===== src/rtl/core/wdnr_pkg.sv =====
package wdnr_pkg;

   // Working width of the mantissa and the limb that one divide step handles.
   localparam int WIDE_BITS_DEF = 192;
   localparam int LIMB_BITS     = 32;
   localparam int IN_MANT_BITS  = 192;
   localparam int OUT_MANT_BITS = 96;

   // Decimal constants.
   localparam int           MAX_SCALE   = 28;
   localparam logic [3:0]   TEN         = 4'hA;
   localparam logic [3:0]   HALF_DIGIT  = 4'd5;
   // floor(2^35 / 10); low by less than one unit for a dividend below 10 * 2^32
   localparam logic [31:0]  RECIP_TEN   = 32'hCCCC_CCCC;
   localparam int           RECIP_SHIFT = 35;

   // Stream payload widths.
   localparam int REQ_DATA_BITS = 208;
   localparam int RSP_DATA_BITS = 104;
   localparam int RSP_USER_BITS = 2;

   // Result class codes.
   localparam logic [1:0] CLASS_NORMAL  = 2'd0;
   localparam logic [1:0] CLASS_POS_INF = 2'd1;
   localparam logic [1:0] CLASS_NEG_INF = 2'd2;

   typedef struct packed {
      logic load;       // capture a request beat
      logic div_start;  // fold the old remainder into sticky, clear the partial remainder
      logic div_step;   // divide the top limb and rotate it in at the bottom
      logic div_last;   // last limb: keep the remainder, lower the scale
      logic round;      // add the half-even increment
      logic publish;    // load the response register
   } cmd_type;

   typedef struct packed {
      logic loop_cond;  // another divide by ten is due
      logic out_full;   // response register holds an untaken beat
   } status_type;

endpackage


===== src/rtl/core/wdnr_ctrl.sv =====
module wdnr_ctrl
   import wdnr_pkg::*;
#(
   parameter int WIDE_BITS = WIDE_BITS_DEF
) (
   input  logic       clock,
   input  logic       reset,
   input  logic       req_tvalid,
   output logic       req_tready,
   input  logic       rsp_tready,
   input  status_type status,
   output cmd_type    cmd
);

   localparam int LIMBS  = (WIDE_BITS + LIMB_BITS - 1) / LIMB_BITS;
   localparam int CNT_W  = $clog2(LIMBS);

   localparam logic [2:0] S_IDLE   = 3'd0;
   localparam logic [2:0] S_CHECK  = 3'd1;
   localparam logic [2:0] S_DIV    = 3'd2;
   localparam logic [2:0] S_ROUND  = 3'd3;
   localparam logic [2:0] S_FINISH = 3'd4;

   logic [2:0]       state_ff, state_in;
   logic [CNT_W-1:0] cnt_ff, cnt_in;

   assign req_tready = (state_ff == S_IDLE);

   always_comb begin
      state_in = state_ff;
      cnt_in   = cnt_ff;
      cmd      = '0;
      unique case (state_ff)
         S_IDLE: begin
            if (req_tvalid) begin
               cmd.load = 1'b1;
               state_in = S_CHECK;
            end
         end
         S_CHECK: begin
            if (status.loop_cond) begin
               cmd.div_start = 1'b1;
               cnt_in        = '0;
               state_in      = S_DIV;
            end else begin
               state_in = S_ROUND;
            end
         end
         S_DIV: begin
            cmd.div_step = 1'b1;
            if (cnt_ff == CNT_W'(LIMBS - 1)) begin
               cmd.div_last = 1'b1;
               state_in     = S_CHECK;
            end else begin
               cnt_in = cnt_ff + CNT_W'(1);
            end
         end
         S_ROUND: begin
            cmd.round = 1'b1;
            state_in  = S_FINISH;
         end
         S_FINISH: begin
            // hold until the response register is free or drains this cycle
            if (!status.out_full || rsp_tready) begin
               cmd.publish = 1'b1;
               state_in    = S_IDLE;
            end
         end
         default: begin
            state_in = S_IDLE;
         end
      endcase
   end

   always_ff @(posedge clock) begin
      if (reset) begin
         state_ff <= S_IDLE;
         cnt_ff   <= '0;
      end else begin
         state_ff <= state_in;
         cnt_ff   <= cnt_in;
      end
   end

endmodule


===== config.mk =====
export PLATFORM = sky130hd
export DESIGN_NAME = wdnr_ctrl
export DESIGN_NICKNAME = d
export VERILOG_FILES = /design/src/rtl/core/wdnr_pkg.sv /design/src/rtl/core/wdnr_ctrl.sv
export SDC_FILE = /design/constraint.sdc
export NUM_CORES = 1
export LEC_CHECK = 0
export BUFFER_PORTS_ARGS = -buffer_cell sky130_fd_sc_hd__clkbuf_2
export CORE_AREA = 2 2 39 41
export CTS_CLUSTER_SIZE = 10
export DETAILED_ROUTE_END_ITERATION = 8
export DIE_AREA = 0 0 41 43
export HOLD_SLACK_MARGIN = 0.02
export PLACE_DENSITY_LB_ADDON = 0.05
export SLEW_MARGIN = 40
export SYNTH_ARGS = -nofsm -noshare
export SYNTH_HDL_FRONTEND = slang
export SYNTH_SLANG_ARGS = --single-unit

===== constraint.sdc =====
create_clock -name clock -period 3.6 [get_ports clock]
set_input_delay 0.18 -clock clock [delete_from_list [all_inputs] [get_ports clock]]
set_output_delay 0.18 -clock clock [all_outputs]
set_load 0.1 [all_outputs]

; ---- Word-level counts from Yosys, hierarchy flattened
; Cells that the tools add are included.
[word_totals]
regBits = 6
latchBits = 0
ramBits = 0
rom_bits = 0
out_inout_bits = 7
word_cells = 36
n_memories = 0
[op_classes]
n_addsub = 1
n_mul = 0
div = 0
order_cmp = 0
eq_ne = 10
shift = 0
n_mux = 17
n_bitwise = 0
reduce_logical = 6
[op_table]
columns = operator, count
row1 = two-way mux 3 bit, 5
row2 = case mux 3 bit (5 select lines), 1
row3 = "inequality test 2 bit, second input constant", 5
row4 = two-way mux 1 bit, 9
row5 = "equality test 3 x 2 -> 1 bit, second input constant", 2
row6 = "equality test 3 bit, second input constant", 2
row7 = case mux 3 bit (2 select lines), 1
row8 = AND reduction 3 bit, 2
row9 = "adder 3 x 1 -> 3 bit, second input constant", 1
row10 = "equality test 3 x 1 -> 1 bit, second input constant", 1
row11 = logical NOT 3 bit, 1
row12 = two-way mux 2 bit, 1
row13 = nonzero test 2 bit, 1
row14 = logical NOT 1 bit, 1
row15 = logical OR 1 bit, 1

; ---- Depth between registers and ports, before layout
[logic_depth]
ltp_word = 4
mapped_depth = 6

; ---- Least setup slack after synthesis
; No wires, ideal clock.
[synth_timing]
path_type = register to output
startpoint = register state_ff[2]
endpoint = output cmd[4] in the netlist's numbering
arrival_ps = 3635
path_slack_ps = -215
path_stages_with_launch = 3
n_path_buf = 1
cell_sequence = dfxtp_1 -> clkbuf_1 -> nor4b_1
[synth_lines]
columns = element, line
row1 = from (decl), wdnr_ctrl.sv:24  ; logic [2:0] state_ff, state_in;
row2 = from (signal assigned), wdnr_ctrl.sv:80  ; state_ff <= state_in;
row3 = to (decl), wdnr_ctrl.sv:12  ; output cmd_type cmd

==> results.md <==
- Max incr delay on CP: 490 ps
- Post-DR vias/cell: 4.91
- Maximum vdd ir drop: between 100 and 150 uV
- Minimum clock period: between 1500 and 2000 ps
- Slew Viols, Final: 0
- Clock transition at the registers of the reported paths: about 50 ps
- Drt wl/cell: roughly 10 um
- Reg-to-Reg Start: cnt_ff[1]
- Total number of vias: approximately 370
- Critical Path Slowest Stage Cell: clkbuf_2
- Final HPWL DP: slightly below 600 um
- FF+latch count, synth: 6
- # Max-Cap Violations: 0
- Avg Cell Area, Syn: around 8 um2
- Flop-to-flop setup slack: approximately 2100 ps
- CP startpoint kind: flop
- Global route overflow: 0
- Antenna violations before repair: 0
- Tot Pwr: ~0.21 mW
- Sequential-to-total area share from yosys stat: roughly 33%
- Top delay family on crit path: buffers and inverters
- NumNets Final: just under 70
- WP depth: 3
- Initial Util: a little over a quarter
- H-tree depth: 1
- Full die area: ~1800 um2
- Remaining DRCs: 0
- Worst Hold Class: input pin to flop
- Final hold violation count: 0
- Bufs on Longest Clock Path: 2
- Diode count: 0
- Setup CP Type: flop to output port
- Die width: 41 um
- Crit path capture: cmd[3]
- Endpoints failing setup: 0
- Synthesized Nets: 54
- Ratio of cells with drive above 1 in the final layout: between 30 and 40%
- Worst path cell trace: nand2b_1 -> nor2_1 -> clkbuf_2
- Clock Sinks: 6
- CP max FO: 9
- Layout Skew: between 1.5 and 2 ps
- Distinct cells, synth: 22
- CTS Root Buffer Type: clkbuf_4
- P_leak: 0.203 nW
- Number of port buffers: 12
- Reg2Reg Depth: 6
- Setup_tns: 0 ps
- Row count: 14
- Worst slew margin: 64.1%
- Mapped Cells: 46
- Gpl congestion: around 0.71
- Critical Path RT: 3420 ps
- Cts-stage hold buffer count: 0
- Total CTS buffers: 3
- CP bufs+invs: 1
- Iter 0 DRT Violations: 4
- Fillers: roughly 160
- Critical Path Start: state_ff[1]
- Unrepaired setup endpoints after global routing: false
- Achievable Freq: 570 MHz
- Ports: 13
- Setup crit end kind: output port
- First-pass GRT wire length: around 1200 um
- Drt pass-1 iters: 4
- EDFF count, synth: 0
- Pin count of the biggest net entering global routing: 14
- GR Util All Layers: approximately 11%
- Clock Latency Late Sink: 240 ps
- Post-Route WL: between 700 and 800 um
- Worst min-delay path startpoint: reset
- Period utilisation layout: 48.7%
- Final ANT Viol Nets: 0
- Number of global-route vias before repair: 300
- Core area: approximately 1400 um2
- R2R Path End: cnt_ff[1]
- Post-CTS Setup Bufs: 0
- TritonCTS clock tree: done
- Worst-Margin Slew: about 540 ps
- Status: finished clean
- Synth Flop Type: dfxtp_1
- Cell area after synthesis: between 300 and 400 um2
- Post-cts resize count: 0
- Synth warn: 0
- Worst Path Arrival: 1570 ps
- Post-synth ARST share: 0%
- Synthesis-to-layout area growth: 28.4%
- PwrDens: ~460 nW/um2
- Die Height: approximately 43 um
==> worst min-delay path by stage <==
stage,end,slack [ps],depth (start not counted)
2_1_floorplan,cnt_ff[0],250,1
3_3_place_gp,cnt_ff[1],450,2
3_5_place_dp,cnt_ff[0],440,2
4_1_cts,cnt_ff[0],170,2
5_1_grt,cnt_ff[2],180,2
6_report,cnt_ff[0],180,2
==> per-stage QoR <==
step	hold WS, ps	std cells	setup slack, ps	area (um2)	util (%)
global route	176	75	1710	464	33.5
detailed placement	438	72	2100	442	31.9
finish	178	75	1850	464	33.5
floorplan	249	46	777	373	-
global placement	446	72	2060	442	31.9
CTS	174	75	1840	464	33.5
==> cell usage in the layout (no fill, tap or decap) <==
cell and n:
nor4b_2 1, nand3b_1 2, and2b_1 2, and2_1 1
or4_1 1, nand3_1 1, nor3_1 3, nand2_1 2
a31oi_1 1, nand2b_1 2, a22oi_2 1, nor3_2 1
clkbuf_2 12, clkbuf_4 3, inv_1 2, o21ai_0 2
dfxtp_1 6, nor2_1 5, and3b_1 1, o31ai_1 1
ha_1 2, nor2b_1 1, a21oi_1 6
==> logic make-up after synthesis <==
family / synth area share (%)
simple gates: 36.3
compound gates: 18.3
flops: 33.2
buf+inv: 5.19
fa+ha+maj: 6.92
==> synth_stat cells, types with 2 or more instances <==
library cell | instances | area (um2)
nand2_1 | 2 | 7.51
nor3_1 | 4 | 20.0
o21ai_0 | 2 | 10.0
ha_1 | 2 | 25.0
dfxtp_1 | 6 | 120
and2b_1 | 2 | 15.0
nand3b_1 | 2 | 15.0
nand2b_1 | 2 | 12.5
inv_1 | 2 | 7.51
a21oi_1 | 6 | 30.0
nor2_1 | 5 | 18.8
==> sequential cells by signal, indices dropped and copies added, names as in the netlist <==
register and cells:
state_ff 3, cnt_ff 3
==> worst register-to-register path, delay by kind of cell, from the launching register on <==
kind / cells / cell delay, ps
AO/OA/AOI/OAI: 2 / 270
flip-flops: 1 / 340
adder cells (fa/ha/maj): 1 / 190
buffers and inverters: 1 / 50
AND/OR/NAND/NOR: 2 / 550
==> metal layers <==
metal  track usage, %  part of all wire [%]  up-vias
met1             15.6                    47      162
met2             11.9                    46       15
met4             8.00                     0        0
li1                 -                     -      191
met5                0                     0        -
met3             6.28                   6.9        0
==> where the power goes <==
part | internal, mW | switching, mW
clock | 0.0377 | 0.0247
sequential | 0.0702 | 0.00637
combinational | 0.0168 | 0.0560
total | 0.125 | 0.0871
==> cell type report <==
cell class / count / area, um2 / share of cell area, %
multi-input combinational: 36 / 234 / 50.4
clock buffer: 3 / 22.5 / 4.85
sequential: 6 / 120 / 25.9
tap: 16 / 20.0 / 4.31
timing repair buffer: 12 / 60.1 / 12.9
inverter: 2 / 7.51 / 1.62
No activity file was read; power rests on OpenSTA's default activity.
